$ cat config.mk
export PLATFORM = sky130hd
export DESIGN_NAME = sha256_byte_stream_hasher
export DESIGN_NICKNAME = d
export VERILOG_FILES = /design/src/rtl/sha256_pkg.sv /design/src/rtl/sha256_ctrl.sv /design/src/rtl/sha256_dp.sv /design/src/rtl/sha256_byte_stream_hasher.sv
export SDC_FILE = /design/constraint.sdc
export NUM_CORES = 2
export LEC_CHECK = 0
export CAP_MARGIN = 25
export CORE_MARGIN = 1
export CORE_UTILIZATION = 50
export CTS_CLUSTER_SIZE = 14
export DETAILED_ROUTE_END_ITERATION = 10
export DONT_BUFFER_PORTS = 1
export HOLD_SLACK_MARGIN = 0.12
export PLACE_DENSITY = 0.74
export SETUP_SLACK_MARGIN = 0.02
export SYNTH_ARGS = -nofsm -noshare
export SYNTH_HDL_FRONTEND = slang
export SYNTH_HIERARCHICAL = 1
export SYNTH_SLANG_ARGS = --single-unit
$ cat constraint.sdc
create_clock -name clk_i -period 21.4 [get_ports clk_i]
set_clock_uncertainty 0.05 [all_clocks]
set_input_delay 3.21 -clock clk_i [delete_from_list [all_inputs] [get_ports clk_i]]
set_output_delay 3.21 -clock clk_i [all_outputs]
set_load 0.005 [all_outputs]
$ cat src/rtl/sha256_pkg.sv
`default_nettype none
package sha256_pkg;

  typedef enum logic [2:0] {
    ST_COLLECT,
    ST_COMPRESS,
    ST_PAD_FILL,
    ST_EMIT
  } state_e;

  // Controller to datapath commands.
  typedef struct packed {
    logic       store_byte;   // write input byte at fill position
    logic       start_block;  // load working vars, clear round count
    logic       round_step;   // run one round
    logic       finish_block; // fold working vars into hash words
    logic       pad_write;    // write padding byte at pad position
    logic       reinit;       // restore initial hash, clear counters
    logic       emit_shift;   // advance to next digest word
  } cmd_t;

  // Datapath to controller status.
  typedef struct packed {
    logic       block_full;   // fill position wraps on the stored byte
    logic       rounds_done;  // last round in progress
    logic       pad_last;     // pad position is at the final byte
    logic       pad_extra;    // padded block must be compressed before length
    logic       last_word;    // emitting word 7
  } stat_t;

  localparam logic [31:0] H_INIT [8] = '{
    32'h6a09e667, 32'hbb67ae85, 32'h3c6ef372, 32'ha54ff53a,
    32'h510e527f, 32'h9b05688c, 32'h1f83d9ab, 32'h5be0cd19
  };

  localparam logic [31:0] K [64] = '{
    32'h428a2f98, 32'h71374491, 32'hb5c0fbcf, 32'he9b5dba5,
    32'h3956c25b, 32'h59f111f1, 32'h923f82a4, 32'hab1c5ed5,
    32'hd807aa98, 32'h12835b01, 32'h243185be, 32'h550c7dc3,
    32'h72be5d74, 32'h80deb1fe, 32'h9bdc06a7, 32'hc19bf174,
    32'he49b69c1, 32'hefbe4786, 32'h0fc19dc6, 32'h240ca1cc,
    32'h2de92c6f, 32'h4a7484aa, 32'h5cb0a9dc, 32'h76f988da,
    32'h983e5152, 32'ha831c66d, 32'hb00327c8, 32'hbf597fc7,
    32'hc6e00bf3, 32'hd5a79147, 32'h06ca6351, 32'h14292967,
    32'h27b70a85, 32'h2e1b2138, 32'h4d2c6dfc, 32'h53380d13,
    32'h650a7354, 32'h766a0abb, 32'h81c2c92e, 32'h92722c85,
    32'ha2bfe8a1, 32'ha81a664b, 32'hc24b8b70, 32'hc76c51a3,
    32'hd192e819, 32'hd6990624, 32'hf40e3585, 32'h106aa070,
    32'h19a4c116, 32'h1e376c08, 32'h2748774c, 32'h34b0bcb5,
    32'h391c0cb3, 32'h4ed8aa4a, 32'h5b9cca4f, 32'h682e6ff3,
    32'h748f82ee, 32'h78a5636f, 32'h84c87814, 32'h8cc70208,
    32'h90befffa, 32'ha4506ceb, 32'hbef9a3f7, 32'hc67178f2
  };

  localparam logic [7:0] PAD_MARK = 8'h80;
  localparam logic [5:0] LEN_POS  = 6'd56;
  localparam logic [63:0] BLOCK_BITS = 64'd512;

  function automatic logic [31:0] rotr(input logic [31:0] x, input int unsigned n);
    rotr = (x >> n) | (x << (32 - n));
  endfunction

endpackage
`default_nettype wire

$ cat src/rtl/sha256_ctrl.sv
`default_nettype none
module sha256_ctrl (
  input  wire logic               clk_i,
  input  wire logic               rst_ni,
  input  wire logic               in_fire_i,
  input  wire logic               byte_valid_i,
  input  wire logic               message_end_i,
  input  wire logic               out_ready_i,
  input  wire sha256_pkg::stat_t  stat_i,
  output sha256_pkg::cmd_t        cmd_o,
  output logic                    in_ready_o,
  output logic                    out_valid_o
);

  sha256_pkg::state_e state_q, state_d;
  logic end_q, end_d;        // message end pending behind current block
  logic padding_q, padding_d; // current compression is a padded block

  always_ff @(posedge clk_i or negedge rst_ni) begin
    if (!rst_ni) begin
      state_q   <= sha256_pkg::ST_COLLECT;
      end_q     <= 1'b0;
      padding_q <= 1'b0;
    end else begin
      state_q   <= state_d;
      end_q     <= end_d;
      padding_q <= padding_d;
    end
  end

  // Next state.
  always_comb begin
    state_d   = state_q;
    end_d     = end_q;
    padding_d = padding_q;
    case (state_q)
      sha256_pkg::ST_COLLECT: begin
        if (in_fire_i) begin
          end_d = message_end_i;
          padding_d = 1'b0;
          if (byte_valid_i && stat_i.block_full) state_d = sha256_pkg::ST_COMPRESS;
          else if (message_end_i) state_d = sha256_pkg::ST_PAD_FILL;
        end
      end
      sha256_pkg::ST_PAD_FILL: begin
        // Pad bytes go in one per cycle; stop at byte 63.
        if (stat_i.pad_last) begin
          state_d   = sha256_pkg::ST_COMPRESS;
          padding_d = 1'b1;
        end
      end
      sha256_pkg::ST_COMPRESS: begin
        if (stat_i.rounds_done) begin
          if (!end_q) state_d = sha256_pkg::ST_COLLECT;
          else if (!padding_q) state_d = sha256_pkg::ST_PAD_FILL;
          else if (stat_i.pad_extra) state_d = sha256_pkg::ST_PAD_FILL;
          else state_d = sha256_pkg::ST_EMIT;
        end
      end
      sha256_pkg::ST_EMIT: begin
        if (out_ready_i && stat_i.last_word) begin
          state_d = sha256_pkg::ST_COLLECT;
          end_d   = 1'b0;
        end
      end
      default: state_d = sha256_pkg::ST_COLLECT;
    endcase
  end

  // Outputs.
  always_comb begin
    cmd_o       = '0;
    in_ready_o  = 1'b0;
    out_valid_o = 1'b0;
    case (state_q)
      sha256_pkg::ST_COLLECT: begin
        in_ready_o       = 1'b1;
        cmd_o.store_byte = in_fire_i && byte_valid_i;
        cmd_o.start_block = in_fire_i && byte_valid_i && stat_i.block_full;
      end
      sha256_pkg::ST_PAD_FILL: begin
        cmd_o.pad_write   = 1'b1;
        cmd_o.start_block = stat_i.pad_last;
      end
      sha256_pkg::ST_COMPRESS: begin
        cmd_o.round_step   = 1'b1;
        cmd_o.finish_block = stat_i.rounds_done;
      end
      sha256_pkg::ST_EMIT: begin
        out_valid_o      = 1'b1;
        cmd_o.emit_shift = out_ready_i;
        cmd_o.reinit     = out_ready_i && stat_i.last_word;
      end
      default: cmd_o = '0;
    endcase
  end

endmodule
`default_nettype wire

$ cat src/rtl/sha256_dp.sv
`default_nettype none
module sha256_dp (
  input  wire logic              clk_i,
  input  wire logic              rst_ni,
  input  wire sha256_pkg::cmd_t  cmd_i,
  input  wire logic [7:0]        data_byte_i,
  output sha256_pkg::stat_t      stat_o,
  output logic [31:0]            digest_word_o,
  output logic [2:0]             word_index_o
);

  logic [31:0] buf_q [16];    // block bytes, first byte in the top lane
  logic [5:0]  fill_q;        // bytes gathered in current block
  logic [63:0] total_q;       // bits in completed blocks
  logic [63:0] bit_len_q;     // message length latched at pad start
  logic [5:0]  pad_pos_q;     // next padding position
  logic        pad_on_q;      // padding in progress
  logic        mark_done_q;   // 0x80 already written
  logic        extra_q;       // padding needs a further block
  logic [31:0] h_q [8];
  logic [31:0] v_q [8];
  logic [31:0] w_q [16];      // message schedule window
  logic [5:0]  round_q;
  logic [2:0]  emit_q;

  logic [31:0] w_cur, w_new, s0, s1, t1, t2, sum0, sum1, ch, maj;
  logic [31:0] v_nxt [8];
  logic        load_w;
  logic [7:0]  pad_byte;
  logic [5:0]  pad_addr;

  // Padding starts where the message left off.
  assign pad_addr = pad_on_q ? pad_pos_q : fill_q;

  // Schedule: first 16 rounds read block words, later ones extend the window.
  assign load_w = (round_q[5:4] == 2'd0);
  assign s0 = sha256_pkg::rotr(w_q[1], 7) ^ sha256_pkg::rotr(w_q[1], 18) ^ (w_q[1] >> 3);
  assign s1 = sha256_pkg::rotr(w_q[14], 17) ^ sha256_pkg::rotr(w_q[14], 19)
            ^ (w_q[14] >> 10);
  assign w_new = s1 + w_q[9] + s0 + w_q[0];
  assign w_cur = load_w ? buf_q[round_q[3:0]] : w_new;

  assign sum1 = sha256_pkg::rotr(v_q[4], 6) ^ sha256_pkg::rotr(v_q[4], 11)
              ^ sha256_pkg::rotr(v_q[4], 25);
  assign ch   = (v_q[4] & v_q[5]) ^ (~v_q[4] & v_q[6]);
  assign t1   = v_q[7] + sum1 + ch + sha256_pkg::K[round_q] + w_cur;
  assign sum0 = sha256_pkg::rotr(v_q[0], 2) ^ sha256_pkg::rotr(v_q[0], 13)
              ^ sha256_pkg::rotr(v_q[0], 22);
  assign maj  = (v_q[0] & v_q[1]) ^ (v_q[0] & v_q[2]) ^ (v_q[1] & v_q[2]);
  assign t2   = sum0 + maj;

  // Working variables after this round.
  always_comb begin
    v_nxt[0] = t1 + t2;
    v_nxt[1] = v_q[0];
    v_nxt[2] = v_q[1];
    v_nxt[3] = v_q[2];
    v_nxt[4] = v_q[3] + t1;
    v_nxt[5] = v_q[4];
    v_nxt[6] = v_q[5];
    v_nxt[7] = v_q[6];
  end

  // Padding byte for the current pad position.
  always_comb begin
    logic [63:0] len;
    len = pad_on_q ? bit_len_q : (total_q + {55'd0, fill_q, 3'd0});
    pad_byte = 8'h00;
    if (!mark_done_q) pad_byte = sha256_pkg::PAD_MARK;
    else if (!extra_q && pad_addr >= sha256_pkg::LEN_POS)
      pad_byte = len[8 * (7 - pad_addr[2:0]) +: 8];
  end

  always_ff @(posedge clk_i) begin
    if (cmd_i.store_byte) buf_q[fill_q[5:2]][{~fill_q[1:0], 3'd0} +: 8] <= data_byte_i;
    if (cmd_i.pad_write)  buf_q[pad_addr[5:2]][{~pad_addr[1:0], 3'd0} +: 8] <= pad_byte;
  end

  always_ff @(posedge clk_i or negedge rst_ni) begin
    if (!rst_ni) begin
      fill_q <= '0;
      total_q <= '0;
      bit_len_q <= '0;
      pad_pos_q <= '0;
      pad_on_q <= 1'b0;
      mark_done_q <= 1'b0;
      extra_q <= 1'b0;
      round_q <= '0;
      emit_q <= '0;
      for (int i = 0; i < 8; i++) h_q[i] <= sha256_pkg::H_INIT[i];
    end else begin
      if (cmd_i.store_byte) begin
        fill_q <= fill_q + 6'd1;
        if (fill_q == 6'd63) total_q <= total_q + sha256_pkg::BLOCK_BITS;
      end
      if (cmd_i.pad_write) begin
        if (!pad_on_q) begin
          // First pad cycle: latch length and decide on an extra block.
          pad_on_q  <= 1'b1;
          bit_len_q <= total_q + {55'd0, fill_q, 3'd0};
          extra_q   <= (fill_q >= sha256_pkg::LEN_POS);
        end else if (extra_q && pad_pos_q == 6'd0) begin
          // Length block begins after the extra block.
          extra_q <= 1'b0;
        end
        mark_done_q <= 1'b1;
        pad_pos_q   <= pad_addr + 6'd1;
      end
      if (cmd_i.start_block) round_q <= '0;
      else if (cmd_i.round_step) round_q <= round_q + 6'd1;
      if (cmd_i.finish_block)
        for (int i = 0; i < 8; i++) h_q[i] <= h_q[i] + v_nxt[i];
      if (cmd_i.emit_shift) emit_q <= emit_q + 3'd1;
      if (cmd_i.reinit) begin
        fill_q <= '0;
        total_q <= '0;
        pad_on_q <= 1'b0;
        mark_done_q <= 1'b0;
        extra_q <= 1'b0;
        emit_q <= '0;
        for (int i = 0; i < 8; i++) h_q[i] <= sha256_pkg::H_INIT[i];
      end
    end
  end

  always_ff @(posedge clk_i) begin
    if (cmd_i.start_block) begin
      for (int i = 0; i < 8; i++) v_q[i] <= h_q[i];
    end else if (cmd_i.round_step) begin
      for (int i = 0; i < 8; i++) v_q[i] <= v_nxt[i];
      for (int i = 0; i < 15; i++) w_q[i] <= w_q[i + 1];
      w_q[15] <= w_cur;
    end
  end

  assign stat_o.block_full  = (fill_q == 6'd63);
  assign stat_o.rounds_done = (round_q == 6'd63);
  assign stat_o.pad_last    = (pad_addr == 6'd63);
  assign stat_o.pad_extra   = extra_q;
  assign stat_o.last_word   = (emit_q == 3'd7);

  assign digest_word_o = h_q[emit_q];
  assign word_index_o  = emit_q;

endmodule
`default_nettype wire

$ cat src/rtl/sha256_byte_stream_hasher.sv
`default_nettype none
// SHA-256 over a byte stream. Each input item carries one byte (kept when
// byte_valid is set) and a message_end flag. The item that stores the
// 64th byte of a block starts a compression, one round per cycle in a
// shared round unit, during which input is held off. message_end pads the
// message from the first free byte to byte 63, one byte per cycle, then
// compresses that block; when 56 or more bytes were pending, a further
// padding pass and compression follow for the length block. If the end
// item's byte completes a block, that block's compression comes first and
// padding then fills a whole block. Eight digest words then leave on the
// output stream, word 0 first, tlast on word 7, one per cycle while
// m_axis_tready is high; input reopens the cycle after word 7 is taken,
// with the initial hash values restored.
module sha256_byte_stream_hasher (
  input  wire logic        clk_i,
  input  wire logic        rst_ni,
  input  wire logic        s_axis_tvalid,
  output logic             s_axis_tready,
  input  wire logic [7:0]  s_axis_tdata,   // data_byte
  input  wire logic [1:0]  s_axis_tuser,   // byte_valid, message_end
  output logic             m_axis_tvalid,
  input  wire logic        m_axis_tready,
  output logic [39:0]      m_axis_tdata,   // digest_word, word_index, zero fill
  output logic             m_axis_tlast    // last_word
);

  sha256_pkg::cmd_t  cmd;
  sha256_pkg::stat_t stat;
  logic        in_fire;
  logic [31:0] digest_word;
  logic [2:0]  word_index;

  assign in_fire = s_axis_tvalid && s_axis_tready;

  sha256_ctrl u_ctrl (
    .clk_i         (clk_i),
    .rst_ni        (rst_ni),
    .in_fire_i     (in_fire),
    .byte_valid_i  (s_axis_tuser[0]),
    .message_end_i (s_axis_tuser[1]),
    .out_ready_i   (m_axis_tready),
    .stat_i        (stat),
    .cmd_o         (cmd),
    .in_ready_o    (s_axis_tready),
    .out_valid_o   (m_axis_tvalid)
  );

  sha256_dp u_dp (
    .clk_i         (clk_i),
    .rst_ni        (rst_ni),
    .cmd_i         (cmd),
    .data_byte_i   (s_axis_tdata),
    .stat_o        (stat),
    .digest_word_o (digest_word),
    .word_index_o  (word_index)
  );

  // Hold the word and its index on the bus until taken.
  assign m_axis_tdata = {5'd0, word_index, digest_word};
  assign m_axis_tlast = stat.last_word;

endmodule
`default_nettype wire

# Word-level counts from Yosys, hierarchy flattened
# Memories as Yosys holds them, arrays and structs flattened.
# Index checks and enable logic that the tools add are counted.
# totals
regBits	412
mem_bits_rw	1280
mem_bits_ro	2048
input_bits	14
out_inout_bits	43
word_cells	206
mem_count	4
# memory_table
memory	words	word_bits	read_ports	rd_ports_with_merged_regs	write_ports	line_no	rtl
(name not given)	64	32	1	0	0	sha256_dp.sv:46	assign t1 = v_q[7] + sum1 + ch + sha256_pkg::K[round_q] + w_cur;
u_dp.buf_q	16	32	1	0	1	sha256_dp.sv:12	logic [31:0] buf_q [16];
u_dp.w_q	16	32	16	0	16	sha256_dp.sv:22	logic [31:0] w_q [16];
u_dp.v_q	8	32	8	0	8	sha256_dp.sv:21	logic [31:0] v_q [8];
# classes
addsub	27
n_lt_le_gt_ge	4
n_eq_ne	13
n_shift	5
n_mux	70
bitwise_logic	39
reduce_logical	25
# ops
cell	n
$add A32 B32 Y32	18
$mux W32	17
$mux W256	2
$xor A32 B32 Y32	9
$mux W64	4
$and A32 B32 Y32	5
$bmux W32 S3	1
$add A64 B10 Y64 const B	1
$add A64 B9 Y64	1
$shift A8 B7 Y32 const A	2
$shiftx A64 B33 Y8	1
$shiftx A8 B7 Y32	2
$not A32 Y32	1
$or A10 B32 Y32	1
$or A13 B32 Y32	1
$or A14 B32 Y32	1
$or A15 B32 Y32	1
$or A19 B32 Y32	1
$or A21 B32 Y32	1
$or A25 B32 Y32	1
$or A26 B32 Y32	1
$or A30 B32 Y32	1
$or A7 B32 Y32	1
$reduce_or A32 Y1	1
other kinds (37)	108

# Logic depth before layout (Yosys ltp)
# An unclocked memory read counts as a cell.
# logic_depth
word_depth	13
depth_mapped	54
depth_no_buf	54

# Modules after synthesis
# Netlist, hierarchy kept.
# modules_own_cells
mod	n_inst	cells_each	area_each_um2	seq_area_each_um2
sha256_dp	1	8587	96623.9	48566.6
sha256_ctrl	1	42	326.6	100.1
sha256_byte_stream_hasher	1	7	47.5	0.0

# Least setup slack after synthesis
# Ideal clock, no wire load.
# synth_path
kind	input to register
start	input port s_axis_tvalid
end	memory u_dp.w_q[0][0] (enable)
setup_time_ps	1076
t_arrival_ps	18659
t_required_ps	20274
setup_slack_ps	1615
stages	10
n_path_buf	5
cell_sequence	and2_1 > nand4_1 > a21oi_1 > clkbuf_1 > nand2b_1 > clkbuf_1 > inv_1 > clkbuf_1 > clkbuf_1 > clkbuf_1
# synth_lines
element	line_no	rtl
start: declaration	sha256_byte_stream_hasher.sv:17	input wire logic s_axis_tvalid,
end: declaration	sha256_dp.sv:22	

==> metrics.md <==
| Metric | Value |
|---|---|
| Std cell rows | `about 160` |
| R2r startpoint | `u_dp/w_q[3][82]` |
| Clock Tree Buf Depth | `3` |
| R2R depth | `49` |
| Ports | `57` |
| Core ar. | `between 150000 and 200000 sq um` |
| R2R Setup Slk | `just over 8 ns` |
| Final setup vio count | `0` |
| CTS tree | `done` |
| Post-synth ARST share | `approximately a quarter` |
| Most used cell, CP | `fa_1` |
| Fmax | `~76 MHz` |
| Fin nets | `~9000` |
| Clock slew at reported path FFs | `about 0.060 ns` |
| Die Height | `about 440 um` |
| First-pass GRT wire length | `approximately 430 mm` |
| Share of layout cells above drive strength 1 | `between 10% and 20%` |
| Period Utilization, post-route | `between 60% and 70%` |
| Gr ovfl total | `0` |
| Post-synth EDFFs | `roughly 1300` |
| Top FF cell, synth | `edfxtp_1` |
| # port buffers | `0` |
| Post_cts resized | `0` |
| Die area | `roughly 200000 sq um` |
| Post-DRT Antenna Nets | `0` |
| H-tree Lvls | `4` |
| GP Congestion | `slightly below 1` |
| Root buf cell | `clkbuf_16` |
| Failing checks | `max-slew violations` |
| Cts bufs inserted | `approximately 180` |
| Worst stage delay on the critical path | `~0.63 ns` |
| Run status | `complete, but fails checks` |
| Synth cell types | `about 110` |
| Core Util, Final | `between 50 and 60%` |
| Unrepaired setup endpoints after global routing | `false` |
| Max-cap check violation count | `0` |
| Crit path time final | `between 10 and 15 ns` |
| Hold Buf Count CTS | `0` |
| Syn Area/Cell | `approximately 11 sq um` |
| Final hold violations | `0` |
| Crit Path Class | `reg2reg` |
| Vias/cell | `a little over 6` |
| Worst Setup End Kind | `register` |
| Post-Syn Instances | `roughly 8600` |
| Setup TNS | `0 ns` |
| Number of global-route vias before repair | `about 66000` |
| M3 GR Usage | `under 10%` |
| Via Count | `approximately 70000` |
| Most crowded layer after global routing | `met2` |
| Fill cell count | `approximately 16000` |
| Routing usage on met1 | `40.08%` |
| CP max stage cell | `o21ai_0` |
| Starting Density | `~50%` |
| Critical Path Start Type | `register` |
| Post-synthesis sequential area ratio | `between 50% and 60%` |
| Setup Buffers After CTS | `0` |
| Critical path arrival | `approximately 14 ns` |
| Yosys warns | `6` |
| Clk Latency, worst-skew pair | `0.86 ns` |
| Drt wl/cell | `between 20 and 30 um` |
| Met2 Resource Use GR | `between 40% and 50%` |
| Total wire length | `287.9 mm` |
| Worst hold path type | `reg2reg` |
| Clock Sinks | `around 1700` |
| Initial DRC Count | `around 8000` |
| Reg area | `between 40000 and 50000 sq um` |
| Crit Reg-Reg Endpoint | `u_dp/h_q[127]` |
| Hold EP | `u_dp/w_q[1][120]` |
| #FFs+latches synth | `roughly 1700` |
| Remaining DRCs | `0` |
| Slew Limit Headroom | `-10.60%` |
| Multi-input gate area | `45180 sq um` |
| Largest net degree at the start of global routing | `slightly above 400` |
| Slew Viols, Final | `a little over 90` |
| Gr usage total | `between 20 and 30%` |
| Dpl hpwl | `between 200 and 250 mm` |
| Drt first pass iters | `6` |
| WHS Path Cells | `0` |
| Worst-path fanout max | `6` |
| Worst-Margin Slew | `~1.7 ns` |
| Hold path start | `u_dp/w_q[2][24]` |
| Worst EP required | `22.10 ns` |
| Die X | `about 440 um` |
| Initial antenna violation count | `8` |
| Area growth syn-to-layout | `8.838%` |
| Mapped Area | `a little under 100000 sq um` |
-- per-layer routing --
metal | up-vias | part of all wire [%]
met3 | 642 | 9.9
met1 | 34470 | 40
met5 | - | 0.020
met4 | 8 | 4.3
li1 | 30660 | -
met2 | 3733 | 45
-- synth_stat cells, drive strengths merged (175+ instances only) --
cell type  number  area (sq um)
edfxtp       1280         38440
nand2        1038          3896
nor2          959          3600
o21ai         492          2462
a21oi         473          2371
xnor2         425          3722
ha            414          5180
inv           404          1516
clkbuf        360          1351
dfrtp         266          6656
mux4          231          5202
mux2          199          2241
fa            196          3924
xor2          195          1715
a21o          175          1314
-- kinds of logic (layout without fill, tap and decap cells) --
kind of cell | after synthesis | count (layout) | synth area share [%]
simple gates | 2600 | 2600 | 11.39
compound gates | 1712 | 1712 | 11.00
flops | 1682 | 1682 | 50.17
buf+inv | 844 | 836 | 3.331
xor+xnor | 622 | 622 | 5.655
fa+ha+maj | 613 | 613 | 9.416
mux | 562 | 562 | 9.036
other cells | 1 | 7 | 0.003866
-- layout by cell type (no fill, tap or decap), types with 19 or more instances in the layout --
| cell type | netlist | final |
|---|---|---|
| a21o_1 | 175 | 175 |
| mux2_2 | 199 | 199 |
| o22ai_1 | 74 | 74 |
| edfxtp_1 | 1280 | 1280 |
| clkinv_2 | 0 | 32 |
| fa_1 | 196 | 196 |
| nor2b_1 | 75 | 75 |
| a31oi_1 | 35 | 35 |
| dfstp_2 | 136 | 136 |
| bufinv_16 | 0 | 21 |
| ha_1 | 414 | 414 |
| nand4_1 | 36 | 36 |
| nand2_1 | 1038 | 1038 |
| clkbuf_1 | 360 | 31 |
| a21oi_1 | 472 | 471 |
| and2_1 | 26 | 25 |
| a211o_1 | 19 | 19 |
| mux4_2 | 231 | 231 |
| o21ai_1 | 23 | 23 |
| clkbuf_16 | 0 | 183 |
| or3_1 | 22 | 22 |
| o21bai_1 | 51 | 51 |
| o21a_1 | 53 | 53 |
| and3_1 | 38 | 37 |
| mux2i_1 | 132 | 132 |
| clkinv_1 | 3 | 35 |
| o21ai_0 | 469 | 469 |
| xor2_1 | 194 | 194 |
| dfrtp_1 | 266 | 255 |
| nand2b_1 | 85 | 83 |
| inv_1 | 401 | 398 |
| buf_4 | 8 | 85 |
| nor3_1 | 80 | 79 |
| xnor2_1 | 425 | 425 |
| nand3_1 | 174 | 174 |
| o211ai_1 | 39 | 39 |
| o31ai_1 | 36 | 36 |
| nor2_1 | 959 | 956 |
| a211oi_1 | 83 | 83 |
-- registers in the layout, summed over array words and instances, names as in the netlist, 2 cells and up --
name / count
u_dp/h_q: 256
u_dp/bit_len_q: 64
u_dp/buf_q: 512
u_dp/v_q: 256
u_dp/fill_q: 6
u_dp/round_q: 6
u_dp/w_q: 512
u_dp/word_index_o: 3
u_ctrl/state_q: 2
u_dp/total_q: 55
u_dp/pad_pos_q: 6
-- area by class of cell --
class                      instances  share of cell area (%)
sequential                      1682                   46.13
multi-input combinational       6114                   42.80
clock buffer                     225                   4.591
tap                             2526                   2.994
inverter                         407                   1.460
clock inverter                   112                   1.282
timing repair buffer              92                  0.7443
antenna                            2                0.004741
-- worst max-delay path: cells and delay by family (launching register included) --
kind                       cells  cell delay, ns
AOI/OAI and AO/OA             19            5.22
xor gates and xnor gates       5            0.98
adders and majority gates     10            4.14
buffers and inverters          4            0.23
DFF                            1            0.48
and+or+nand+nor               11            1.87
-- worst max path at each step --
stage / to / start / slack [ns]
final: u_dp/h_q[127] / u_dp/w_q[3][82] / 8.31
after global routing: u_dp/h_q[127] / u_dp/w_q[3][82] / 7.52
after CTS: u_dp/h_q[127] / u_dp/w_q[3][82] / 8.52
after detailed placement: u_dp/h_q[127] / u_dp/w_q[3][82] / 8.56
after global placement: u_dp/h_q[127] / u_dp/w_q[3][84] / 8.71
after floorplan: u_dp/w_q[0][0] / s_axis_tvalid / 1.61
-- per-stage QoR --
step | hold slack (ns) | setup WS [ns] | instance area, sq um | cells
6_report | 0.3607 | 8.306 | 105600 | 11160
5_1_grt | 0.3645 | 7.524 | 105600 | 11160
4_1_cts | 0.3527 | 8.522 | 105500 | 11150
3_5_place_dp | 0.3545 | 8.556 | 99270 | 10810
3_3_place_gp | 0.3500 | 8.707 | 99230 | 10810
2_1_floorplan | 0.3503 | 1.615 | 97010 | 8640
Power is not shown: default switching activity piles up to over one toggle a cycle in this logic, so the estimate is an artifact.
